===== config.mk =====
export PLATFORM = sky130hd
export DESIGN_NAME = slotted_aloha_mac_core
export DESIGN_NICKNAME = d
export VERILOG_FILES = /design/src/hdl/sam_pkg.sv /design/src/hdl/sam_cfg_regs.sv /design/src/hdl/sam_engine.sv /design/src/hdl/slotted_aloha_mac_core.sv
export SDC_FILE = /design/constraint.sdc
export NUM_CORES = 1
export LEC_CHECK = 0
export ABC_AREA = 1
export BUFFER_PORTS_ARGS = -buffer_cell sky130_fd_sc_hd__buf_2
export CORE_ASPECT_RATIO = 0.6
export CORE_MARGIN = 4
export CORE_UTILIZATION = 40
export CTS_CLUSTER_SIZE = 30
export DETAILED_ROUTE_END_ITERATION = 8
export GPL_ROUTABILITY_DRIVEN = 0
export PLACE_DENSITY_LB_ADDON = 0.12
export SLEW_MARGIN = 40
export SYNTH_ARGS = -nofsm -noshare
export SYNTH_HDL_FRONTEND = slang
export SYNTH_HIERARCHICAL = 1
export SYNTH_SLANG_ARGS = --single-unit

===== constraint.sdc =====
create_clock -name clk_i -period 8.1 [get_ports clk_i]
set_input_delay 0.405 -clock clk_i [delete_from_list [all_inputs] [get_ports clk_i]]
set_output_delay 0.405 -clock clk_i [all_outputs]
set_load 0.005 [all_outputs]

===== src/hdl/sam_pkg.sv =====
// Shared types and constants for the slotted ALOHA MAC core.
package sam_pkg;

  localparam int unsigned FieldW    = 16;
  localparam int unsigned RetryW    = 8;
  localparam int unsigned ShiftW    = 5;
  localparam int unsigned CfgIdxW   = 3;
  localparam int unsigned CntW      = 2;
  localparam int unsigned MaxShift  = 16;

  // Configuration register indexes
  localparam logic [CfgIdxW-1:0] REG_OWN_ADDRESS    = 3'd0;
  localparam logic [CfgIdxW-1:0] REG_RETRY_LIMIT    = 3'd1;
  localparam logic [CfgIdxW-1:0] REG_SEND_TIMEOUT   = 3'd2;
  localparam logic [CfgIdxW-1:0] REG_FRAME_TX_TICKS = 3'd3;
  localparam logic [CfgIdxW-1:0] REG_SLOT_SHIFT     = 3'd4;

  // Configuration reset values
  localparam logic [FieldW-1:0] RST_OWN_ADDRESS    = 16'd0;
  localparam logic [RetryW-1:0] RST_RETRY_LIMIT    = 8'd3;
  localparam logic [FieldW-1:0] RST_SEND_TIMEOUT   = 16'd32;
  localparam logic [FieldW-1:0] RST_FRAME_TX_TICKS = 16'd16;
  localparam logic [ShiftW-1:0] RST_SLOT_SHIFT     = 5'd4;

  typedef enum logic [1:0] {
    KIND_TICK  = 2'd0,
    KIND_REQ   = 2'd1,
    KIND_FRAME = 2'd2,
    KIND_RSVD  = 2'd3
  } kind_e;

  typedef struct packed {
    logic [FieldW-1:0] own_address;
    logic [RetryW-1:0] retry_limit;
    logic [FieldW-1:0] send_timeout;
    logic [FieldW-1:0] frame_tx_ticks;
    logic [ShiftW-1:0] slot_shift;
  } cfg_t;

  typedef struct packed {
    kind_e             kind;
    logic [FieldW-1:0] frame_src;
    logic [FieldW-1:0] frame_dst;
    logic [FieldW-1:0] frame_duration;
    logic [FieldW-1:0] backoff_ticks;
  } item_t;

  typedef struct packed {
    logic              transmit_start;
    logic              tx_success;
    logic              tx_given_up;
    logic              deliver_up;
    logic [FieldW-1:0] deliver_src;
    logic [FieldW-1:0] deliver_dst;
    logic              collision;
    logic [CntW-1:0]   collisions_for_us;
    logic              request_refused;
  } result_t;

endpackage


===== src/hdl/sam_cfg_regs.sv =====
// Configuration register file of the slotted ALOHA MAC core.
module sam_cfg_regs (
  input  logic                           clk_i,
  input  logic                           rst_ni,
  input  logic                           cfg_we_i,
  input  logic [sam_pkg::CfgIdxW-1:0]    cfg_index_i,
  input  logic [sam_pkg::FieldW-1:0]     cfg_wdata_i,
  output sam_pkg::cfg_t                  cfg_o
);

  sam_pkg::cfg_t cfg_q, cfg_d;

  always_comb begin
    cfg_d = cfg_q;
    if (cfg_we_i) begin
      unique case (cfg_index_i)
        sam_pkg::REG_OWN_ADDRESS:    cfg_d.own_address    = cfg_wdata_i;
        sam_pkg::REG_RETRY_LIMIT:    cfg_d.retry_limit    = cfg_wdata_i[sam_pkg::RetryW-1:0];
        sam_pkg::REG_SEND_TIMEOUT:   cfg_d.send_timeout   = cfg_wdata_i;
        sam_pkg::REG_FRAME_TX_TICKS: cfg_d.frame_tx_ticks = cfg_wdata_i;
        sam_pkg::REG_SLOT_SHIFT:     cfg_d.slot_shift     = cfg_wdata_i[sam_pkg::ShiftW-1:0];
        default:                     cfg_d = cfg_q; // drop writes beyond the list
      endcase
    end
  end

  always_ff @(posedge clk_i or negedge rst_ni) begin
    if (!rst_ni) begin
      cfg_q.own_address    <= sam_pkg::RST_OWN_ADDRESS;
      cfg_q.retry_limit    <= sam_pkg::RST_RETRY_LIMIT;
      cfg_q.send_timeout   <= sam_pkg::RST_SEND_TIMEOUT;
      cfg_q.frame_tx_ticks <= sam_pkg::RST_FRAME_TX_TICKS;
      cfg_q.slot_shift     <= sam_pkg::RST_SLOT_SHIFT;
    end else begin
      cfg_q <= cfg_d;
    end
  end

  assign cfg_o = cfg_q;

endmodule


===== src/hdl/sam_engine.sv =====
// MAC state and the single-pass next-state and result logic for one request.
module sam_engine #(
  parameter int unsigned ADDR_BITS = 16,
  parameter int unsigned TIME_BITS = 32
) (
  input  logic              clk_i,
  input  logic              rst_ni,
  input  logic              step_i,
  input  sam_pkg::item_t    item_i,
  input  sam_pkg::cfg_t     cfg_i,
  output sam_pkg::result_t  res_o
);

  localparam int unsigned TW = TIME_BITS;
  localparam int unsigned FW = sam_pkg::FieldW;
  localparam int unsigned AW = (ADDR_BITS < FW) ? ADDR_BITS : FW;
  // Broadcast can only match when the whole address mask fits in a field
  localparam bit BcastOk = (ADDR_BITS <= FW);

  typedef enum logic [1:0] {
    MODE_IDLE    = 2'd0,
    MODE_SEND    = 2'd1,
    MODE_BACKOFF = 2'd2
  } tx_mode_e;

  logic [TW-1:0]                 tick_q, tick_d;
  tx_mode_e                      mode_q, mode_d;
  logic [sam_pkg::RetryW-1:0]    retry_q, retry_d;
  logic [TW-1:0]                 deadline_q, deadline_d;
  logic                          rx_busy_q, rx_busy_d;
  logic [TW-1:0]                 cend_q, cend_d;
  logic                          pend_q, pend_d;
  logic [FW-1:0]                 psrc_q, psrc_d;
  logic [FW-1:0]                 pdst_q, pdst_d;

  function automatic logic for_us(input logic [FW-1:0] dst, input logic [FW-1:0] own);
    logic bc;
    bc = BcastOk && (dst[AW-1:0] == {AW{1'b1}});
    return bc || (dst[AW-1:0] == own[AW-1:0]);
  endfunction

  // Reached when now - t lies in the lower half of the time circle
  function automatic logic reached(input logic [TW-1:0] now, input logic [TW-1:0] t);
    logic [TW-1:0] diff;
    diff = now - t;
    return !diff[TW-1];
  endfunction

  logic [sam_pkg::ShiftW-1:0] shift_c;
  logic [TW-1:0]              slot_mask;
  logic [TW-1:0]              tick_inc;
  logic [TW-1:0]              frame_end;
  logic [TW-1:0]              end_diff;
  logic [TW-1:0]              send_base_tick;
  logic [TW-1:0]              send_base_req;
  logic [TW-1:0]              bo_base;
  logic [sam_pkg::RetryW:0]   retry_nx;
  tx_mode_e                   mode_a;
  logic [sam_pkg::RetryW-1:0] retry_a;
  logic                       n_old;
  logic                       n_new;

  assign shift_c   = (cfg_i.slot_shift > sam_pkg::ShiftW'(sam_pkg::MaxShift))
                     ? sam_pkg::ShiftW'(sam_pkg::MaxShift) : cfg_i.slot_shift;
  assign slot_mask = (TW'(1) << shift_c) - TW'(1);
  assign tick_inc  = tick_q + TW'(1);
  assign frame_end = tick_q + TW'(item_i.frame_duration);
  assign end_diff  = frame_end - cend_q;
  assign send_base_tick = tick_inc + TW'(cfg_i.send_timeout) + TW'(cfg_i.frame_tx_ticks);
  assign send_base_req  = tick_q + TW'(cfg_i.send_timeout) + TW'(cfg_i.frame_tx_ticks);
  assign bo_base   = tick_inc + TW'(item_i.backoff_ticks);

  always_comb begin
    tick_d     = tick_q;
    mode_d     = mode_q;
    retry_d    = retry_q;
    deadline_d = deadline_q;
    rx_busy_d  = rx_busy_q;
    cend_d     = cend_q;
    pend_d     = pend_q;
    psrc_d     = psrc_q;
    pdst_d     = pdst_q;
    res_o      = '0;
    mode_a     = mode_q;
    retry_a    = retry_q;
    retry_nx   = '0;
    n_old      = 1'b0;
    n_new      = 1'b0;

    unique case (item_i.kind)
      sam_pkg::KIND_TICK: begin
        tick_d = tick_inc;
        // Close the contention window first so an echo beats a timeout
        if (rx_busy_q && reached(tick_inc, cend_q)) begin
          rx_busy_d = 1'b0;
          if (pend_q) begin
            pend_d = 1'b0;
            if (psrc_q[AW-1:0] == cfg_i.own_address[AW-1:0]) begin
              res_o.tx_success = 1'b1;
              mode_a  = MODE_IDLE;
              retry_a = '0;
            end else if (for_us(pdst_q, cfg_i.own_address)) begin
              res_o.deliver_up  = 1'b1;
              res_o.deliver_src = psrc_q;
              res_o.deliver_dst = pdst_q;
            end
          end
        end
        mode_d  = mode_a;
        retry_d = retry_a;
        if ((mode_a == MODE_SEND || mode_a == MODE_BACKOFF)
            && reached(tick_inc, deadline_q)) begin
          if (mode_a == MODE_SEND) begin
            retry_nx = {1'b0, retry_a} + (sam_pkg::RetryW+1)'(1);
            if (retry_nx <= {1'b0, cfg_i.retry_limit}) begin
              retry_d    = retry_nx[sam_pkg::RetryW-1:0];
              mode_d     = MODE_BACKOFF;
              deadline_d = (bo_base | slot_mask) + TW'(1);
            end else begin
              res_o.tx_given_up = 1'b1;
              mode_d  = MODE_IDLE;
              retry_d = '0;
            end
          end else begin
            res_o.transmit_start = 1'b1;
            mode_d     = MODE_SEND;
            deadline_d = (send_base_tick | slot_mask) + TW'(1);
          end
        end
      end
      sam_pkg::KIND_REQ: begin
        if (mode_q == MODE_IDLE) begin
          res_o.transmit_start = 1'b1;
          mode_d     = MODE_SEND;
          deadline_d = (send_base_req | slot_mask) + TW'(1);
        end else begin
          res_o.request_refused = 1'b1;
        end
      end
      sam_pkg::KIND_FRAME: begin
        if (!rx_busy_q) begin
          rx_busy_d = 1'b1;
          pend_d    = 1'b1;
          psrc_d    = item_i.frame_src;
          pdst_d    = item_i.frame_dst;
          cend_d    = frame_end;
        end else begin
          // Keep the window end as a running maximum
          if (end_diff != '0 && !end_diff[TW-1]) cend_d = frame_end;
          n_old  = pend_q && for_us(pdst_q, cfg_i.own_address);
          n_new  = for_us(item_i.frame_dst, cfg_i.own_address);
          pend_d = 1'b0;
          res_o.collision         = 1'b1;
          res_o.collisions_for_us = {1'b0, n_old} + {1'b0, n_new};
        end
      end
      default: begin
        res_o = '0;
      end
    endcase
  end

  always_ff @(posedge clk_i or negedge rst_ni) begin
    if (!rst_ni) begin
      tick_q     <= '0;
      mode_q     <= MODE_IDLE;
      retry_q    <= '0;
      deadline_q <= '0;
      rx_busy_q  <= 1'b0;
      cend_q     <= '0;
      pend_q     <= 1'b0;
      psrc_q     <= '0;
      pdst_q     <= '0;
    end else if (step_i) begin
      tick_q     <= tick_d;
      mode_q     <= mode_d;
      retry_q    <= retry_d;
      deadline_q <= deadline_d;
      rx_busy_q  <= rx_busy_d;
      cend_q     <= cend_d;
      pend_q     <= pend_d;
      psrc_q     <= psrc_d;
      pdst_q     <= pdst_d;
    end
  end

  a_success_excl: assert property (@(posedge clk_i) disable iff (!rst_ni)
    step_i && res_o.tx_success |-> !res_o.tx_given_up && !res_o.deliver_up)
    else $error("success reported together with give-up or delivery");

  a_start_mode: assert property (@(posedge clk_i) disable iff (!rst_ni)
    step_i && res_o.transmit_start |=> mode_q == MODE_SEND)
    else $error("transmit start did not enter send mode");

  a_giveup_clear: assert property (@(posedge clk_i) disable iff (!rst_ni)
    step_i && res_o.tx_given_up |=> mode_q == MODE_IDLE && retry_q == '0)
    else $error("give-up did not return transmit side to idle");

  a_coll_busy: assert property (@(posedge clk_i) disable iff (!rst_ni)
    step_i && res_o.collision |=> rx_busy_q && !pend_q)
    else $error("collision left receive side in wrong state");

endmodule


===== src/hdl/slotted_aloha_mac_core.sv =====
// Top level of the slotted ALOHA MAC core: request and result registers around the engine.
//
// Slotted ALOHA medium-access controller driven by a stream of requests: a tick
// (advances the station clock and fires the contention and send timers), a
// transmit request from the queue, or a frame start heard on the channel. Every
// request yields exactly one result. A request is taken into an input register,
// and once the result register is free or being emptied, the engine evaluates it
// against the MAC state in one combinational pass, updates it and loads the result
// register. A new request can be taken every cycle while the result side does
// not stall; the throughput of one request per cycle is set by that single state
// update per request. The input register keeps accepting while a finished result
// waits at the output, and stalls only when both registers are full. The
// configuration registers (own address, retry limit, send timeout, frame transmit
// time, slot shift) are written through a plain write port and take effect from
// the next cycle; write them only while no request is in flight. Times wrap modulo
// 2^TIME_BITS, addresses are compared on their low min(ADDR_BITS, FieldW) bits.
module slotted_aloha_mac_core #(
  parameter int unsigned ADDR_BITS = 16,
  parameter int unsigned TIME_BITS = 32
) (
  input  logic                            clk_i,
  input  logic                            rst_ni,
  // configuration write port
  input  logic                            cfg_we_i,
  input  logic [sam_pkg::CfgIdxW-1:0]     cfg_index_i,
  input  logic [sam_pkg::FieldW-1:0]      cfg_wdata_i,
  // request channel
  input  logic                            in_valid_i,
  output logic                            in_ready_o,
  input  logic [1:0]                      kind_i,
  input  logic [sam_pkg::FieldW-1:0]      frame_src_i,
  input  logic [sam_pkg::FieldW-1:0]      frame_dst_i,
  input  logic [sam_pkg::FieldW-1:0]      frame_duration_i,
  input  logic [sam_pkg::FieldW-1:0]      backoff_ticks_i,
  // result channel
  output logic                            out_valid_o,
  input  logic                            out_ready_i,
  output logic                            transmit_start_o,
  output logic                            tx_success_o,
  output logic                            tx_given_up_o,
  output logic                            deliver_up_o,
  output logic [sam_pkg::FieldW-1:0]      deliver_src_o,
  output logic [sam_pkg::FieldW-1:0]      deliver_dst_o,
  output logic                            collision_o,
  output logic [sam_pkg::CntW-1:0]        collisions_for_us_o,
  output logic                            request_refused_o
);

  sam_pkg::cfg_t    cfg;
  sam_pkg::item_t   item_q, item_d;
  sam_pkg::result_t res_c, res_q;
  logic             in_valid_q, in_valid_d;
  logic             out_valid_q, out_valid_d;
  logic             advance;
  logic             in_take;

  sam_cfg_regs u_cfg (
    .clk_i       (clk_i),
    .rst_ni      (rst_ni),
    .cfg_we_i    (cfg_we_i),
    .cfg_index_i (cfg_index_i),
    .cfg_wdata_i (cfg_wdata_i),
    .cfg_o       (cfg)
  );

  // Advance the held request whenever the result register is free or being emptied
  assign advance    = in_valid_q && (!out_valid_q || out_ready_i);
  assign in_ready_o = !in_valid_q || advance;
  assign in_take    = in_valid_i && in_ready_o;

  always_comb begin
    item_d.kind           = sam_pkg::kind_e'(kind_i);
    item_d.frame_src      = frame_src_i;
    item_d.frame_dst      = frame_dst_i;
    item_d.frame_duration = frame_duration_i;
    item_d.backoff_ticks  = backoff_ticks_i;
  end

  sam_engine #(
    .ADDR_BITS (ADDR_BITS),
    .TIME_BITS (TIME_BITS)
  ) u_engine (
    .clk_i  (clk_i),
    .rst_ni (rst_ni),
    .step_i (advance),
    .item_i (item_q),
    .cfg_i  (cfg),
    .res_o  (res_c)
  );

  always_comb begin
    in_valid_d = in_valid_q;
    if (in_take) begin
      in_valid_d = 1'b1;
    end else if (advance) begin
      in_valid_d = 1'b0;
    end
    out_valid_d = out_valid_q;
    if (advance) begin
      out_valid_d = 1'b1;
    end else if (out_ready_i) begin
      out_valid_d = 1'b0;
    end
  end

  always_ff @(posedge clk_i or negedge rst_ni) begin
    if (!rst_ni) begin
      in_valid_q  <= 1'b0;
      out_valid_q <= 1'b0;
    end else begin
      in_valid_q  <= in_valid_d;
      out_valid_q <= out_valid_d;
    end
  end

  // Payload registers: load on the handshake, hold otherwise
  always_ff @(posedge clk_i) begin
    if (in_take) begin
      item_q <= item_d;
    end
    if (advance) begin
      res_q <= res_c;
    end
  end

  assign out_valid_o         = out_valid_q;
  assign transmit_start_o    = res_q.transmit_start;
  assign tx_success_o        = res_q.tx_success;
  assign tx_given_up_o       = res_q.tx_given_up;
  assign deliver_up_o        = res_q.deliver_up;
  assign deliver_src_o       = res_q.deliver_src;
  assign deliver_dst_o       = res_q.deliver_dst;
  assign collision_o         = res_q.collision;
  assign collisions_for_us_o = res_q.collisions_for_us;
  assign request_refused_o   = res_q.request_refused;

  a_no_overrun: assert property (@(posedge clk_i) disable iff (!rst_ni)
    out_valid_q && !out_ready_i |-> !advance)
    else $error("result overwritten while stalled");

  a_adv_fills: assert property (@(posedge clk_i) disable iff (!rst_ni)
    advance |=> out_valid_q)
    else $error("advanced request produced no result");

  a_full_stall: assert property (@(posedge clk_i) disable iff (!rst_ni)
    in_valid_q && out_valid_q && !out_ready_i |-> !in_ready_o)
    else $error("request taken while both registers are full");

endmodule


==> results_dict.tcl <==
set metrics [dict create \
    status "complete, no violations" \
    cts_tree "done" \
    critPathRequiredTime_ps 8530 \
    whs_path_depth 1 \
    total_leakage_power_nw 13.97 \
    yosysTopAreaCellShare_pct 20.64 \
    drt-total-wl_um 84130 \
    p_comb_share_pct 63.9 \
    r2r-end "u_engine/deadline_q[24]$_DFFE_PN0P_" \
    fin_util_pct 46.33 \
    ys_seq_area_share_pct 34.45 \
    max_stage_delay_ps 570 \
    synth_area_mm2 0.02401 \
    ant_nets 0 \
    ff2ff_setup_slack_ps 600 \
    io_buffers 131 \
    cts_htree_levels 2 \
    setup-tns-final_ps 0 \
    vdd_drop_max_mv 0.2132 \
    max_cap_violations 0 \
    clk_latency_ps 570 \
    final_cells 4351 \
    initial_core_util_pct 40.47 \
    die_width_um 324.3 \
    avgSynthCellArea_um2 7.179 \
    setup-violations-final 0 \
    slew_viol_final 0 \
    synth_cell_types 53 \
    power_switching_mw 6.065 \
    rsz0062_at_grt "false" \
    path_delay_family "simple AND/OR/NAND/NOR gates" \
    vias_per_cell 5.375 \
    hpwl_um 67500 \
    syn_to_final_growth_pct 14.48 \
    post-route-min-period_ps 7496 \
    synthTopCellsByArea "dfrtp_1 (21%), nand2_1 (15%), edfxtp_1 (13%)" \
    rows 69 \
    fin_area_mm2 0.02748 \
    grt_pass1_vias 21250 \
    ioPinCount 132 \
    die-area_mm2 0.06413 \
    min_to "item_q[40]$_DFFE_PP_" \
    route.detailed.drc 0 \
    wire_per_inst_um 19.34 \
    antenna_found_initial 0 \
    grt_usage_pct 25.98 \
    p_sw_share_pct 52.69 \
    drive_above_1_share_pct 8.768 \
    crit_top_cell "nand2_1" \
    p_per_area_mw_per_mm2 418.9 \
    synthArstFlopShare_pct 65.70 \
    cts.sinks 309 \
    fmax_mhz 133.4 \
    worstSetupPathType "reg -> reg" \
    drtIter0Drc 2760 \
    p_int_mw 5.447 \
    hold_class "in -> reg" \
    clock_skew_ps 20.89 \
    ys_seq_elements 309 \
    worstPathArrival_ps 7920 \
    synthFlopType "dfrtp_1" \
    start_kind "register" \
    grt_max_degree 86 \
    slowest_stage "dfrtp_1" \
    period_share_pct 92.54 \
    cts_buffer_depth 3 \
    p_clk_share_pct 14.8 \
    critPathBufInv 5 \
    worstMarginPinSlew_ps 905.6 \
    setup.worst_path.start "u_engine/tick_q[21]$_DFFE_PN0P_" \
    drt_first_pass_iters 6 \
    overflow 0 \
    hold_path_startpoint "frame_dst_i[8]" \
    grt_pass1_wl_um 127800 \
    antennaDiodeCount 0 \
    cts.reportedPaths.clkPinSlew_ps 60 \
    synth_nets 3640 \
    seq_power_share_pct 21.3 \
    reg2reg_depth 38 \
    reg2reg_from "u_engine/tick_q[21]$_DFFE_PN0P_" \
    finalHoldViolations 0 \
    core_area_mm2 0.05931 \
    syn_inst 3344 \
    synth-edff-count 106 \
    root_buffer "clkbuf_16" \
    critPathMaxFanout 16 \
    num_vias 23390 \
    placed_cell_area_mm2 0.02558 \
    dpl.cell_count 4218 \
    critPathCaptureType "register" \
    numCtsBuffers 36 \
    fp.dieH_um 197.8 \
    yosys.area.top_type "dfrtp_1" \
    max_slew_margin_pct 39.19 \
    yosysWarnings 6 \
    final_nets 3838 \
]
==> synthesized netlist by cell type, types with 6 or more instances <==
| cell type | n |
|---|---|
| a31oi_1 | 6 |
| buf_4 | 9 |
| nand3b_1 | 16 |
| nand3_2 | 10 |
| xnor2_1 | 42 |
| o22ai_1 | 6 |
| edfxtp_1 | 106 |
| nand3_1 | 305 |
| nor2_1 | 300 |
| nor4_1 | 13 |
| nand4_1 | 45 |
| inv_2 | 18 |
| nand2_1 | 972 |
| nor3_1 | 24 |
| inv_1 | 478 |
| dfrtp_1 | 198 |
| nand2_2 | 15 |
| ha_1 | 169 |
| clkbuf_1 | 30 |
| nor2_4 | 7 |
| fa_1 | 37 |
| buf_2 | 20 |
| o21ai_0 | 126 |
| o21ai_1 | 25 |
| o21bai_1 | 13 |
| a21oi_1 | 181 |
| xor2_1 | 85 |
| nor2_2 | 19 |
| or2_2 | 12 |
==> cells in the final DEF (no fill, tap or decap), types with 23 or more instances in the layout <==
cell and instances:
xnor2_1 42, dfrtp_1 198, nand4_1 45, clkbuf_16 36, nand3_1 305, o21ai_1 26
nand2_1 970, buf_4 23, xor2_1 85, a21oi_1 180, buf_2 130, ha_1 169
o21ai_0 125, edfxtp_1 106, dlygate4sd3_1 66, inv_1 476, nor2_1 299, fa_1 37
==> how the worst max path moves through the flow <==
stage / to / slack (ps) / cells after the start
2_1_floorplan: u_engine/deadline_q[21]$_DFFE_PN0P_ / 2710 / 39
3_3_place_gp: u_engine/deadline_q[28]$_DFFE_PN0P_ / 920 / 38
3_5_place_dp: u_engine/deadline_q[24]$_DFFE_PN0P_ / 640 / 39
4_1_cts: u_engine/deadline_q[24]$_DFFE_PN0P_ / 590 / 39
5_1_grt: u_engine/deadline_q[28]$_DFFE_PN0P_ / 40 / 42
6_report: u_engine/deadline_q[24]$_DFFE_PN0P_ / 600 / 38
==> cell type report <==
class | instances | area [µm²]
Sequential cell | 309 | 8269
Tap cell | 781 | 977.2
Timing Repair Buffer | 224 | 1580
Multi-Input combinational cell | 2472 | 13590
Fill cell | 5913 | 31830
Inverter | 499 | 1873
Clock inverter | 18 | 225.2
Clock buffer | 48 | 965.9
==> power by group through the flow <==
stage	Sequential, mW	Clock (mW)	Combinational, mW
after detailed placement	2.47	0	7.01
after CTS	2.44	1.75	7.09
after floorplan	2.30	0	5.05
final	2.45	1.70	7.36
after global routing	2.50	1.81	8.14
after global placement	2.46	0	6.95
==> registers in the layout, summed over array words and instances, names as in the netlist, 2 cells and up <==
| name | cells |
|---|---|
| collisions_for_us_o | 2 |
| deliver_dst_o | 16 |
| deliver_src_o | 16 |
| item_q | 66 |
| u_cfg/cfg_o | 61 |
| u_engine/cend_q | 32 |
| u_engine/deadline_q | 32 |
| u_engine/mode_q | 2 |
| u_engine/pdst_q | 16 |
| u_engine/psrc_q | 16 |
| u_engine/retry_q | 8 |
| u_engine/tick_q | 32 |
==> per-layer routing <==
layer	global-route usage, %	wire length [µm]
met5	0	0
met4	4.271	1091
met3	8.194	10330
met2	34.03	31820
met1	41.43	40890
==> cell families (layout without fill, tap and decap cells) <==
group | count (synthesis) | in the layout | synth area share (%)
DFF | 309 | 309 | 34.45
AOI/OAI and AO/OA | 394 | 394 | 8.934
and+or+nand+nor | 1745 | 1745 | 30.98
xor gates and xnor gates | 127 | 127 | 4.634
buffers and inverters | 563 | 789 | 9.116
adders and majority gates | 206 | 206 | 11.89
==> through the flow <==
step	setup slack [ps]	power, mW	hold WS (ps)
2_1_floorplan	2706	7.356	109.4
3_3_place_gp	923.7	9.409	452.6
3_5_place_dp	644.9	9.479	458.0
4_1_cts	589.6	11.28	0.09537
5_1_grt	37.24	12.45	5.901
6_report	604.2	11.51	37.54
==> timing repair <==
action                                  4_1_cts  5_1_grt
gates resized for setup                       0        4
endpoints found under the hold margin       148        0
endpoints found under the setup margin        0       14
hold buffers                                 66        0
buffers inserted                              0        0
(Power assumes the default switching activity.)
